<file path="src/design/assert_macros.svh">
`ifndef ASSERT_MACROS_SVH
`define ASSERT_MACROS_SVH
// Assertion helpers: clocked on clk, held off during reset.
`define AST_IMP(lbl, a, c) \
  lbl: assert property (@(posedge clk) disable iff (!rst_n) (a) |-> (c)) \
    else $error("assertion failed");
`define AST_NXT(lbl, a, c) \
  lbl: assert property (@(posedge clk) disable iff (!rst_n) (a) |=> (c)) \
    else $error("assertion failed");
`endif

</file>
<file path="src/design/ffpa_pkg.sv">
`default_nettype none
package ffpa_pkg;
  localparam int MaxSegDef  = 16;
  localparam int AddrBitsDef = 16;
  localparam int IdBitsDef  = 8;
  localparam int WBits      = 16;

  localparam logic [1:0] CMD_START = 2'd0;
  localparam logic [1:0] CMD_STOP  = 2'd1;
  localparam logic [1:0] CMD_XLATE = 2'd2;

  localparam logic [2:0] ST_OK      = 3'd0;
  localparam logic [2:0] ST_NO_MEM  = 3'd1;
  localparam logic [2:0] ST_TOO_BIG = 3'd2;
  localparam logic [2:0] ST_EXISTS  = 3'd3;
  localparam logic [2:0] ST_NOT_FND = 3'd4;
  localparam logic [2:0] ST_OFS_OOR = 3'd5;
  localparam logic [2:0] ST_FULL    = 3'd6;

  // Per-cell operations broadcast along the row
  typedef enum logic [2:0] {
    OP_HOLD, OP_SCAN, OP_INSERT, OP_REMOVE, OP_COMPACT, OP_CLEAR
  } cell_op_t;

  typedef enum logic [2:0] {
    S_IDLE, S_SCAN, S_GAP, S_EDIT, S_COMPACT, S_DONE
  } fsm_t;
endpackage
`default_nettype wire

</file>
<file path="src/design/ffpa_cell.sv">
`default_nettype none
// One table slot. Cells form a row: each sees its left neighbour for
// insert shifts and compaction and its right neighbour for removal.
module ffpa_cell #(
  parameter int ID_BITS   = ffpa_pkg::IdBitsDef,
  parameter int ADDR_BITS = ffpa_pkg::AddrBitsDef
) (
  input  wire                           clk,
  input  wire                           rst_n,
  input  wire ffpa_pkg::cell_op_t       op,
  input  wire                           here,      // insert/remove point is this cell
  input  wire                           past,      // slot lies after the edit point
  input  wire [ID_BITS-1:0]             new_id,
  input  wire [ADDR_BITS-1:0]           new_base,
  input  wire [ffpa_pkg::WBits-1:0]     new_size,
  input  wire                           l_vld,
  input  wire [ID_BITS-1:0]             l_id,
  input  wire [ADDR_BITS-1:0]           l_base,
  input  wire [ffpa_pkg::WBits-1:0]     l_size,
  input  wire [ADDR_BITS-1:0]           l_end,     // left base+size for compaction
  input  wire                           r_vld,
  input  wire [ID_BITS-1:0]             r_id,
  input  wire [ADDR_BITS-1:0]           r_base,
  input  wire [ffpa_pkg::WBits-1:0]     r_size,
  input  wire                           first,
  output logic                          vld,
  output logic [ID_BITS-1:0]            id,
  output logic [ADDR_BITS-1:0]          base,
  output logic [ffpa_pkg::WBits-1:0]    size
);
  import ffpa_pkg::*;

  logic                  vld_r;
  logic [ID_BITS-1:0]    id_r;
  logic [ADDR_BITS-1:0]  base_r;
  logic [WBits-1:0]      size_r;

  // control: valid bit
  always_ff @(posedge clk) begin
    if (!rst_n) begin
      vld_r <= 1'b0;
    end else begin
      unique case (op)
        OP_INSERT: if (here) vld_r <= 1'b1; else if (past) vld_r <= l_vld;
        OP_REMOVE: if (here || past) vld_r <= r_vld;
        OP_CLEAR:  vld_r <= 1'b0;
        default:   vld_r <= vld_r;
      endcase
    end
  end

  // payload
  always_ff @(posedge clk) begin
    unique case (op)
      OP_INSERT: begin
        if (here) begin
          id_r <= new_id; base_r <= new_base; size_r <= new_size;
        end else if (past) begin
          id_r <= l_id; base_r <= l_base; size_r <= l_size;
        end
      end
      OP_REMOVE: begin
        if (here || past) begin
          id_r <= r_id; base_r <= r_base; size_r <= r_size;
        end
      end
      OP_COMPACT: base_r <= first ? '0 : l_end;
      default: ;
    endcase
  end

  assign vld  = vld_r;
  assign id   = id_r;
  assign base = base_r;
  assign size = size_r;
endmodule
`default_nettype wire

</file>
<file path="src/design/first_fit_partition_allocator_core.sv">
`default_nettype none
// First-fit segment allocator with compaction.
// in_ channel: one request word (cmd, proc_id, size, offset) per handshake.
// out_ channel: one result word (status, address, free_words) per request.
// cfg_: memory_size register, write only while the block is idle.
// Segments live in a row of MAX_SEGMENTS cells sorted by base. A request
// goes through the id search, the gap scan (a start that passes its checks),
// a compaction when needed, the table edit (accepted start or found stop)
// and a final state that registers the result. The next request is taken
// in the idle state that follows. The scan cursor visits one slot per cycle.
// Compaction ripples one base a cycle down the row, each cell taking the
// end of its left neighbour.
// Reset empties the table, clears the allocated count and memory_size.
// The result waits in an output register while out_tready is low; the next
// request may be taken meanwhile, and its result holds in the final stage
// until the output register is free.
module first_fit_partition_allocator_core
  import ffpa_pkg::*;
#(
  parameter int MAX_SEGMENTS = MaxSegDef,
  parameter int ADDR_BITS    = AddrBitsDef,
  parameter int ID_BITS      = IdBitsDef
) (
  input  wire         clk,
  input  wire         rst_n,
  input  wire         cfg_we,
  input  wire  [15:0] cfg_wdata,
  input  wire         in_tvalid,
  output logic        in_tready,
  // cmd[1:0], proc_id[9:2], size_request[25:10], offset[41:26]
  input  wire  [47:0] in_tdata,
  output logic        out_tvalid,
  input  wire         out_tready,
  // status[2:0], address[18:3], free_words[34:19]
  output logic [39:0] out_tdata
);
  import ffpa_pkg::*;
  `include "assert_macros.svh"

  localparam int IW = $clog2(MAX_SEGMENTS);
  localparam int CW = $clog2(MAX_SEGMENTS + 1);
  localparam int XW = ADDR_BITS + 2;  // wide cursor

  fsm_t state_r, state_nxt;
  logic [WBits-1:0] mem_size_r;
  logic [WBits+8:0] alloc_r, alloc_nxt;   // 9 spare bits; a start never takes it past memory_size
  logic [CW-1:0]    cnt_r;
  logic [CW-1:0]    idx_r;
  logic [1:0]       cmd_r;
  logic [ID_BITS-1:0] pid_r;
  logic [WBits-1:0] sz_r, ofs_r;
  logic             found_r;
  logic [IW-1:0]    fidx_r;
  logic [IW-1:0]    pos_r;
  logic [XW-1:0]    cur_r;
  logic             gap_r;
  logic [2:0]       st_r;
  logic [WBits-1:0] addr_r;
  logic [39:0]      odata_r;
  logic             ovld_r;

  cell_op_t op;
  logic [MAX_SEGMENTS-1:0]    c_vld;
  logic [ID_BITS-1:0]         c_id   [MAX_SEGMENTS];
  logic [ADDR_BITS-1:0]       c_base [MAX_SEGMENTS];
  logic [WBits-1:0]           c_size [MAX_SEGMENTS];
  logic [ADDR_BITS-1:0]       new_base;

  // Row of cells
  for (genvar g = 0; g < MAX_SEGMENTS; g++) begin : g_cell
    localparam int L = (g == 0) ? 0 : g - 1;
    localparam int R = (g == MAX_SEGMENTS - 1) ? g : g + 1;
    logic [ADDR_BITS-1:0] lend;
    assign lend = c_base[L] + ADDR_BITS'(c_size[L]);
    ffpa_cell #(.ID_BITS(ID_BITS), .ADDR_BITS(ADDR_BITS)) u_cell (
      .clk, .rst_n, .op,
      .here (pos_r == IW'(g)),
      .past (IW'(g) > pos_r),
      .new_id(pid_r), .new_base(new_base), .new_size(sz_r),
      .l_vld(g == 0 ? 1'b0 : c_vld[L]), .l_id(c_id[L]), .l_base(c_base[L]),
      .l_size(c_size[L]), .l_end(lend),
      .r_vld(g == MAX_SEGMENTS - 1 ? 1'b0 : c_vld[R]), .r_id(c_id[R]),
      .r_base(c_base[R]), .r_size(c_size[R]),
      .first(g == 0),
      .vld(c_vld[g]), .id(c_id[g]), .base(c_base[g]), .size(c_size[g])
    );
  end

  // current slot under the cursor
  logic [IW-1:0]       ci;
  logic [ID_BITS-1:0]  s_id;
  logic [ADDR_BITS-1:0] s_base;
  logic [WBits-1:0]    s_size, fsize;
  logic [ADDR_BITS-1:0] fbase;
  logic                at_end;
  logic [WBits-1:0]    free_now;
  logic [XW-1:0]       gapw;
  logic                fits;
  logic [XW-1:0]       tail;

  assign ci     = idx_r[IW-1:0];
  assign s_id   = c_id[ci];
  assign s_base = c_base[ci];
  assign s_size = c_size[ci];
  assign fsize  = c_size[fidx_r];
  assign fbase  = c_base[fidx_r];
  assign at_end = (idx_r >= cnt_r);
  assign free_now = ({9'd0, mem_size_r} > alloc_r) ?
                    WBits'({9'd0, mem_size_r} - alloc_r) : '0;
  assign gapw = XW'(s_base) - cur_r;
  assign fits = (XW'(s_base) >= cur_r) && (gapw >= XW'(sz_r));
  assign tail = XW'(mem_size_r) - cur_r;
  assign new_base = ADDR_BITS'(cur_r);

  // next state
  always_comb begin
    state_nxt = state_r;
    unique case (state_r)
      S_IDLE:    if (in_tvalid && in_tready) state_nxt = S_SCAN;
      S_SCAN: begin
        if (at_end || found_r) begin
          if (cmd_r == CMD_START) state_nxt = S_GAP;
          else if (cmd_r == CMD_STOP && found_r) state_nxt = S_EDIT;
          else state_nxt = S_DONE;
        end
      end
      S_GAP:     if (gap_r || at_end) state_nxt = S_EDIT;
      S_COMPACT: if (idx_r >= CW'(MAX_SEGMENTS - 1)) state_nxt = S_EDIT;
      S_EDIT:    state_nxt = S_DONE;
      S_DONE:    if (!ovld_r || out_tready) state_nxt = S_IDLE;
      default:   state_nxt = S_IDLE;
    endcase
    if (state_r == S_SCAN && (at_end || found_r) && cmd_r == CMD_START &&
        (mem_size_r == '0 || sz_r > free_now || found_r || cnt_r == CW'(MAX_SEGMENTS)))
      state_nxt = S_DONE;
    if (state_r == S_GAP && at_end && !gap_r &&
        ((XW'(mem_size_r) < cur_r) || (tail < XW'(sz_r))))
      state_nxt = S_COMPACT;
  end

  // cell operation
  always_comb begin
    op = OP_HOLD;
    unique case (state_r)
      S_COMPACT: op = OP_COMPACT;
      S_EDIT:    op = (cmd_r == CMD_START) ? OP_INSERT : OP_REMOVE;
      default:   op = OP_HOLD;
    endcase
    if (!rst_n) op = OP_CLEAR;
  end

  assign in_tready = (state_r == S_IDLE);

  // control and datapath
  always_ff @(posedge clk) begin
    if (!rst_n) begin
      state_r <= S_IDLE; mem_size_r <= '0; alloc_r <= '0; cnt_r <= '0;
      ovld_r <= 1'b0;
    end else begin
      state_r <= state_nxt;
      alloc_r <= alloc_nxt;
      if (cfg_we) mem_size_r <= cfg_wdata;
      if (state_r == S_EDIT) begin
        if (cmd_r == CMD_START) cnt_r <= cnt_r + 1'b1;
        else cnt_r <= cnt_r - 1'b1;
      end
      if (state_r == S_DONE && (!ovld_r || out_tready)) ovld_r <= 1'b1;
      else if (out_tready) ovld_r <= 1'b0;
    end
  end

  always_comb begin
    alloc_nxt = alloc_r;
    if (state_r == S_EDIT) begin
      if (cmd_r == CMD_START) alloc_nxt = alloc_r + (WBits+9)'(sz_r);
      else alloc_nxt = alloc_r - (WBits+9)'(fsize);
    end
  end

  always_ff @(posedge clk) begin
    unique case (state_r)
      S_IDLE: begin
        cmd_r <= in_tdata[1:0];
        pid_r <= ID_BITS'(in_tdata[9:2]);
        sz_r  <= in_tdata[25:10];
        ofs_r <= in_tdata[41:26];
        idx_r <= '0; found_r <= 1'b0; fidx_r <= '0;
        st_r <= ST_OK; addr_r <= '0;
      end
      S_SCAN: begin
        if (!at_end && !found_r && c_vld[ci] && s_id == pid_r) begin
          found_r <= 1'b1; fidx_r <= ci;
        end else if (!at_end && !found_r) idx_r <= idx_r + 1'b1;
        if (at_end || found_r) begin
          idx_r <= '0; cur_r <= '0; gap_r <= 1'b0;
          if (cmd_r == CMD_START) begin
            if (mem_size_r == '0) st_r <= ST_NO_MEM;
            else if (sz_r > free_now) st_r <= ST_TOO_BIG;
            else if (found_r) st_r <= ST_EXISTS;
            else if (cnt_r == CW'(MAX_SEGMENTS)) st_r <= ST_FULL;
          end else if (cmd_r == CMD_STOP) begin
            if (!found_r) st_r <= ST_NOT_FND;
            else pos_r <= fidx_r;
          end else if (cmd_r == CMD_XLATE) begin
            if (!found_r) st_r <= ST_NOT_FND;
            else if (ofs_r >= fsize) st_r <= ST_OFS_OOR;
            else addr_r <= WBits'(fbase + ADDR_BITS'(ofs_r));
          end
        end
      end
      S_GAP: begin
        if (!gap_r && !at_end) begin
          if (fits) begin
            gap_r <= 1'b1; pos_r <= ci;
          end else begin
            cur_r <= XW'(s_base) + XW'(s_size);
            idx_r <= idx_r + 1'b1;
          end
        end
        if (!gap_r && at_end) begin
          pos_r <= IW'(cnt_r);
          idx_r <= '0;
        end
      end
      S_COMPACT: begin
        idx_r <= idx_r + 1'b1;
        // the compacted segments end at the allocated word count
        cur_r <= XW'(alloc_r);
      end
      S_EDIT: addr_r <= WBits'(cur_r);
      default: ;
    endcase
    if (state_r == S_DONE && (!ovld_r || out_tready))
      odata_r <= {5'd0, free_now, (st_r == ST_OK) ? addr_r : 16'd0, st_r};
  end

  assign out_tvalid = ovld_r;
  assign out_tdata  = odata_r;

  `AST_IMP(a_cnt_max, 1'b1, cnt_r <= CW'(MAX_SEGMENTS))
  `AST_IMP(a_no_accept_busy, state_r != S_IDLE, !in_tready)
  `AST_NXT(a_edit_done, state_r == S_EDIT, state_r == S_DONE)
endmodule
`default_nettype wire

</file>
<file path="config.mk">
export PLATFORM = sky130hd
export DESIGN_NAME = first_fit_partition_allocator_core
export DESIGN_NICKNAME = d
export VERILOG_FILES = /design/src/design/ffpa_pkg.sv /design/src/design/ffpa_cell.sv /design/src/design/first_fit_partition_allocator_core.sv
export VERILOG_INCLUDE_DIRS = /design/src /design/src/design
export SDC_FILE = /design/constraint.sdc
export NUM_CORES = 2
export LEC_CHECK = 0
export BUFFER_PORTS_ARGS = -buffer_cell sky130_fd_sc_hd__buf_2
export CAP_MARGIN = 20
export CORE_MARGIN = 3
export CORE_UTILIZATION = 60
export DETAILED_ROUTE_END_ITERATION = 16
export PLACE_DENSITY_LB_ADDON = 0.1
export SYNTH_ARGS = -nofsm -noshare
export SYNTH_HDL_FRONTEND = slang
export SYNTH_HIERARCHICAL = 1
export SYNTH_SLANG_ARGS = --single-unit
</file>
<file path="constraint.sdc">
create_clock -name clk -period 12.35 [get_ports clk]
set_clock_uncertainty 0.1 [all_clocks]
set_input_delay 2.47 -clock clk [delete_from_list [all_inputs] [get_ports clk]]
set_output_delay 2.47 -clock clk [all_outputs]
set_load 0.03 [all_outputs]
</file>
Word level (Yosys, flattened, before mapping):

Index checks and enable logic that the tools add are counted.

* $lt $le $gt $ge: 28
* bitwise operators: 3
* muxes and demuxes: 329
* add/subtract/negate cells: 25
* reduce and logical (&&, ||, !) cells: 118
* eq/ne operators: 95

Operators with widths (number)
* two-way mux 16 bit: 107
* case mux 16 bit (3 select lines): 16
* case mux 16 bit (2 select lines): 16
* two-way mux 8 bit: 48
* adder 16 bit: 16
* binary-select mux 16 bit (select 4 bit): 4
* case mux 8 bit (2 select lines): 15
* AND reduction 3 bit: 46
* two-way mux 3 bit: 21
* != test 3 x 1 -> 1 bit, second input constant: 20
* two-way mux 1 bit: 56
* two-way mux 18 bit: 3
* case mux 18 bit (3 select lines): 1
* != test 2 x 1 -> 1 bit, second input constant: 24
* case mux 1 bit (3 select lines): 16
* subtractor 16 x 18 -> 18 bit: 2
* two-way mux 5 bit: 7
* binary-select mux 8 bit (select 4 bit): 1
* equality test 4 bit, second input constant: 8
* > comparator 4 bit, first input constant: 8
* two-way mux 4 bit: 8
* adder 25 x 16 -> 25 bit: 1
* > comparator 16 x 25 -> 1 bit: 1
* two-way mux 25 bit: 1
* 61 further kinds: 152

* input bits: 69
* output and inout bits: 42
* flip-flop bits (word level): 835

Logic depth before layout (Yosys ltp):

* depth after elaboration: 12
* depth in mapped cells: 31
* depth with buffers taken out: 26

Modules after synthesis:

The synthesis kept the hierarchy.

By module, submodules not included
* ffpa_cell: cells an instance 190, area an instance 2265.9 sq um, instances 16
* first_fit_partition_allocator_core: cells an instance 3350, area an instance 32276.0 sq um, instances 1

Least setup slack after synthesis:

No wires, ideal clock.

* kind: reg2reg
* from: register state_r[0]
* to: register g_cell[0].u_cell.id_r[0] (data pin)
* library setup time: 0.262 ns
* slack: 3.291 ns
* required time: 11.988 ns
* cell stages (with the launch flop): 11
* clock period less this slack: 9.059 ns
* arrival time: 8.697 ns
* path buffers: 5
* cell sequence: dfxtp_1 clkbuf_1 nor2b_1 nand2_1 clkbuf_1 clkbuf_1 o21ai_0 and3b_1 buf_6 clkbuf_2 o21ai_0

* longest elaborated chain between the ends: 5

Ends and longest elaborated chain
* start, declared: line first_fit_partition_allocator_core.sv:44 `fsm_t state_r, state_nxt;`
* start signal, assigned: line first_fit_partition_allocator_core.sv:160 `state_r <= state_nxt;`
* equality test 3 x 2 -> 1 bit or equality test 3 bit (tied branches): line first_fit_partition_allocator_core.sv:144 `unique case (state_r)`
* case mux 3 bit (2 select lines) (*): line first_fit_partition_allocator_core.sv:144
* two-way mux 3 bit (*): line first_fit_partition_allocator_core.sv:149 `if (!rst_n) op = OP_CLEAR;`
* named net op[0]: line first_fit_partition_allocator_core.sv:62 `cell_op_t op;`
* equality test 3 x 2 -> 1 bit: line ffpa_cell.sv:54 `unique case (op)`
* case mux 8 bit (2 select lines) (*): line ffpa_cell.sv:54
* end signal, assigned: line ffpa_cell.sv:57 `id_r <= new_id; base_r <= new_base; size_r <= new_size;`
* end signal, assigned: line ffpa_cell.sv:59 `id_r <= l_id; base_r <= l_base; size_r <= l_size;`
* end signal, assigned: line ffpa_cell.sv:64 `id_r <= r_id; base_r <= r_base; size_r <= r_size;`
* end, declared: line ffpa_cell.sv:34 `logic [ID_BITS-1:0] id_r;`

Mark *: on every way through the listed nets, which the timed path passes. The rest lies on a longest branch.
A chain may end at the register's enable or synchronous reset.

Worst setup path after layout:

* from: register idx_r[1]
* to: register idx_r[4] (enable)

* longest elaborated chain between the ends: 9

Ends and longest elaborated chain
* start, declared: line first_fit_partition_allocator_core.sv:48 `logic [CW-1:0] idx_r;`
* start signal, assigned: line first_fit_partition_allocator_core.sv:193 `end else if (!at_end && !found_r) idx_r <= idx_r + 1'b1;`
* start signal, assigned: line first_fit_partition_allocator_core.sv:217 `idx_r <= idx_r + 1'b1;`
* start signal, assigned: line first_fit_partition_allocator_core.sv:226 `idx_r <= idx_r + 1'b1;`
* inverter 4 -> 5 bit (not written as such): line first_fit_partition_allocator_core.sv:102, first_fit_partition_allocator_core.sv:103
* binary-select mux 16 bit (select 4 bit): line first_fit_partition_allocator_core.sv:103 `assign s_base = c_base[ci];`
* two-way mux 16 bit (not written as such) (2 in series): line first_fit_partition_allocator_core.sv:103
* subtractor 16 x 18 -> 18 bit: line first_fit_partition_allocator_core.sv:110 `assign gapw = XW'(s_base) - cur_r;`
* >= comparator 18 x 16 -> 1 bit: line first_fit_partition_allocator_core.sv:111 `assign fits = (XW'(s_base) >= cur_r) && (gapw >= XW'(sz_r));`
* logical AND 1 bit: line first_fit_partition_allocator_core.sv:111
* != test 3 x 2 -> 1 bit (no source line)
* AND reduction 5 bit (no source line) (*)

Mark *: on every way between the ends. The rest lies on a longest branch, timed or not. The select of a mux whose other input is x is not followed.

==> flow_metrics.tcl <==
set metrics [dict create \
    fin_crit_ns 8.42 \
    routed_wl_um 230000 \
    power.net_switching_mw 7.20 \
    maxCapViolations 0 \
    swShare_pct 44.6 \
    final_net_count 6855 \
    drc 0 \
    yosys_warnings 6 \
    grt_pass1_wl_um 336000 \
    power_mw 16.2 \
    crit_arrival_ns 8.63 \
    worstSetupPathType "reg2reg" \
    dpl.hpwl_um 173000 \
    core_area_sq_um 113000 \
    clock-sinks 835 \
    routed-via-count 55700 \
    cts_tree "yes" \
    endpoint_kind "flop" \
    gp_congestion 0.976 \
    fp.dieH_um 344 \
    hold_path.class "reg2reg" \
    avgViaCountPerCell 7.02 \
    slew_headroom_pct 16.5 \
    timing.final.crit_share_pct 68.2 \
    path_clk_slew_ns 0.06 \
    regArea_sq_um 24400 \
    seqPwrFrac_pct 27.7 \
    vdd_drop_max_uv 130 \
    powerDensity_nw_per_um2 221 \
    syn_to_final_growth_pct 6.50 \
    routed.top_layer "met5" \
    syn_inst 6390 \
    die-area_sq_um 118000 \
    grt_pass1_vias 52400 \
    final_core_util_pct 64.6 \
    num-fill-cells 8986 \
    grt_max_degree 107 \
    cts_buffers 100 \
    multi_input_area_sq_um 41100 \
    drive_above_1_share_pct 12.9 \
    p_int_mw 8.95 \
    setup_viol 0 \
    cts_setup_buffers 0 \
    io_pins 111 \
    async_reset_ff_share_pct 0 \
    wl_met1_um 88500 \
    grt.total_usage_pct 38.0 \
    tns_ns 0 \
    rsz0062_at_grt "false" \
    yosysSeqAreaShare_pct 35.6 \
    initial_core_util_pct 60.7 \
    clock_latency_ns 0.72 \
    ctsResizeCount 0 \
    drtPass1Iterations 7 \
    cp_data_required_time_ns 12.57 \
    cts_max_level 3 \
    syn_avg_cell_area_sq_um 10.7 \
    drt-initial-drc-count 7528 \
    worst_pin_slew_ns 1.25 \
    postCtsHoldBufs 0 \
    wl_met2_um 104000 \
    cts_root_buffer "clkbuf_16" \
    status "finished, final reports clean" \
    ant_nets 0 \
    start_kind "flop" \
    synth_edf_count 769 \
    ys_ff_latch 835 \
    hold_violations 0 \
    antenna_found_initial 16 \
    numPortBuffers 99 \
    dieWidth_um 344 \
    rows 123 \
    synthFlopType "edfxtp_1" \
    comb_power_share_pct 53.0 \
    synth_cell_types 94 \
    path_max_fanout 43 \
    met3WireLength_um 28500 \
    p_clk_share_pct 19.3 \
    overflow 0 \
    fmax_mhz 119 \
    slew_viol_final 0 \
    cts.path.max_buffers 3 \
    synthesis.area_sq_um 68500 \
    hold-worst-slack_ns 0.382 \
    p_leak_nw 25.3 \
    wl_per_cell_um 29.0 \
]
## cell families (layout without fill, tap and decap cells)
| family | after synthesis | count (layout) | share of synthesized area, % |
|---|---|---|---|
| buffers and inverters | 577 | 605 | 4.79 |
| AOI/OAI and AO/OA | 1671 | 1671 | 15.0 |
| muxes | 1036 | 1036 | 21.6 |
| DFF | 835 | 835 | 35.6 |
| adders and majority gates | 429 | 429 | 8.07 |
| other | 2 | 26 | 0.0110 |
| xor gates and xnor gates | 271 | 271 | 3.46 |
| and+or+nand+nor | 1569 | 1569 | 11.4 |
## Yosys cell counts, drive strengths merged, types with 17 or more instances
| cell | count | area, sq um |
|---|---|---|
| o21ai | 801 | 4020 |
| edfxtp | 769 | 23100 |
| mux2i | 681 | 6820 |
| nand2 | 668 | 2550 |
| ha | 407 | 5090 |
| mux4 | 352 | 7980 |
| nor2 | 280 | 1060 |
| buf | 271 | 2110 |
| a22oi | 263 | 1970 |
| inv | 220 | 826 |
| a21oi | 209 | 1050 |
| xnor2 | 193 | 1690 |
| nand3 | 104 | 521 |
| a21o | 87 | 653 |
| nor3 | 86 | 442 |
| clkbuf | 85 | 339 |
| nor2b | 79 | 494 |
| xor2 | 78 | 683 |
| dfxtp | 66 | 1320 |
| and2 | 53 | 334 |
| o21a | 39 | 293 |
| nand3b | 38 | 285 |
| nand2b | 36 | 225 |
| and2b | 32 | 260 |
| a211oi | 31 | 250 |
| a21boi | 31 | 233 |
| and3 | 30 | 188 |
| nand4 | 29 | 181 |
| a211o | 28 | 245 |
| or2 | 25 | 156 |
| fa | 22 | 440 |
| a41oi | 19 | 174 |
| o2111ai | 19 | 166 |
| a221oi | 18 | 206 |
| o221ai | 18 | 158 |
| nor4b | 17 | 389 |
## power by group through the flow
| stage | Clock, mW | Combinational (mW) | Sequential (mW) |
|---|---|---|---|
| 4_1_cts | 3.15 | 8.31 | 4.44 |
| 6_report | 3.12 | 8.56 | 4.47 |
| 3_3_place_gp | 0 | 8.11 | 4.46 |
| 3_5_place_dp | 0 | 8.26 | 4.49 |
| 5_1_grt | 3.25 | 9.13 | 4.51 |
| 2_1_floorplan | 0 | 5.85 | 4.22 |
## state kept, by name, summed over array words and instances, names as in the netlist, 4 cells and up
register            flops
ofs_r                  16
out_tdata              35
g_cell.u_cell/base    256
fidx_r                  4
cur_r                  18
addr_r                 16
pos_r                   4
g_cell.u_cell/vld      16
g_cell.u_cell/size    256
cnt_r                   5
mem_size_r             16
sz_r                   16
pid_r                   8
idx_r                   5
g_cell.u_cell/id      128
alloc_r                25
## cells in the final DEF, fill, tap and decap left out, types with 29 or more instances in the layout
cell type | netlist | layout
a22oi_1 | 263 | 263
a21oi_1 | 209 | 209
o21ai_0 | 604 | 603
mux2i_1 | 681 | 681
o21ai_1 | 194 | 194
nand3_1 | 104 | 104
nor3_1 | 85 | 82
nor2_1 | 279 | 264
nand3b_1 | 38 | 38
nor2b_1 | 79 | 79
inv_1 | 217 | 215
and3_1 | 30 | 30
buf_4 | 62 | 91
buf_2 | 105 | 99
a21boi_0 | 31 | 31
nand2_1 | 652 | 650
a21o_1 | 87 | 87
edfxtp_1 | 769 | 769
nand2b_1 | 36 | 36
o21a_1 | 39 | 39
clkbuf_16 | 0 | 101
dfxtp_1 | 66 | 66
ha_1 | 407 | 406
xor2_1 | 78 | 78
nand4_1 | 29 | 29
mux4_2 | 339 | 339
a211oi_1 | 29 | 29
and2_1 | 52 | 52
xnor2_1 | 193 | 193
## cell type report
type / count / share of cell area, %
Tap cell: 1500 / 2.57
Inverter: 221 / 1.14
Sequential cell: 835 / 33.4
Clock buffer: 117 / 3.55
Multi-Input combinational cell: 5000 / 56.3
Clock inverter: 68 / 1.10
Antenna cell: 2 / 0.00686
Timing Repair Buffer: 199 / 1.87
## critical path, cell delays in order (launching register included)
cell and delay (ns):
edfxtp_1 0.36, buf_4 0.47, buf_4 0.67, mux4_2 0.63, mux4_2 0.58, ha_1 0.33, nor2b_1 0.13, o21a_1 0.18
o21ai_0 0.51, a211oi_1 0.16, o21ai_0 0.25, nand2b_1 0.15, a221o_1 0.40, a21o_1 0.20, a21oi_1 0.17, xnor2_1 0.15
ha_1 0.28, and4_1 0.19, nand3_1 0.13, nor2_1 0.08, a221oi_1 0.24, o211ai_1 0.13, a31oi_1 0.15, o211ai_1 0.11
o211a_1 0.34, a311oi_1 0.89
## through the flow
step / std cells / cell area (sq um) / setup WS [ns]
4_1_cts: 7936 / 72900 / 3.94
2_1_floorplan: 6412 / 68600 / 3.29
5_1_grt: 7940 / 73000 / 3.50
6_report: 7942 / 73000 / 3.93
3_3_place_gp: 7750 / 69500 / 4.02
3_5_place_dp: 7751 / 69500 / 3.96
## layer usage
metal	up-vias	track usage, %
met4	16	14.3
met5	-	0
met2	3658	58.7
met3	492	8.49
met1	27100	52.7
li1	24500	-
## path summary, 6_finish.rpt
check             startpoint    endpoint  slack [ns]  cells past startpoint
hold reg to reg   alloc_r[9]  alloc_r[9]        0.38                      2
hold / removal    alloc_r[9]  alloc_r[9]        0.38                      2
setup reg to reg    idx_r[1]    idx_r[4]        3.93                     25
setup / recovery    idx_r[1]    idx_r[4]        3.93                     25
No activity file was read; power rests on OpenSTA's default activity.
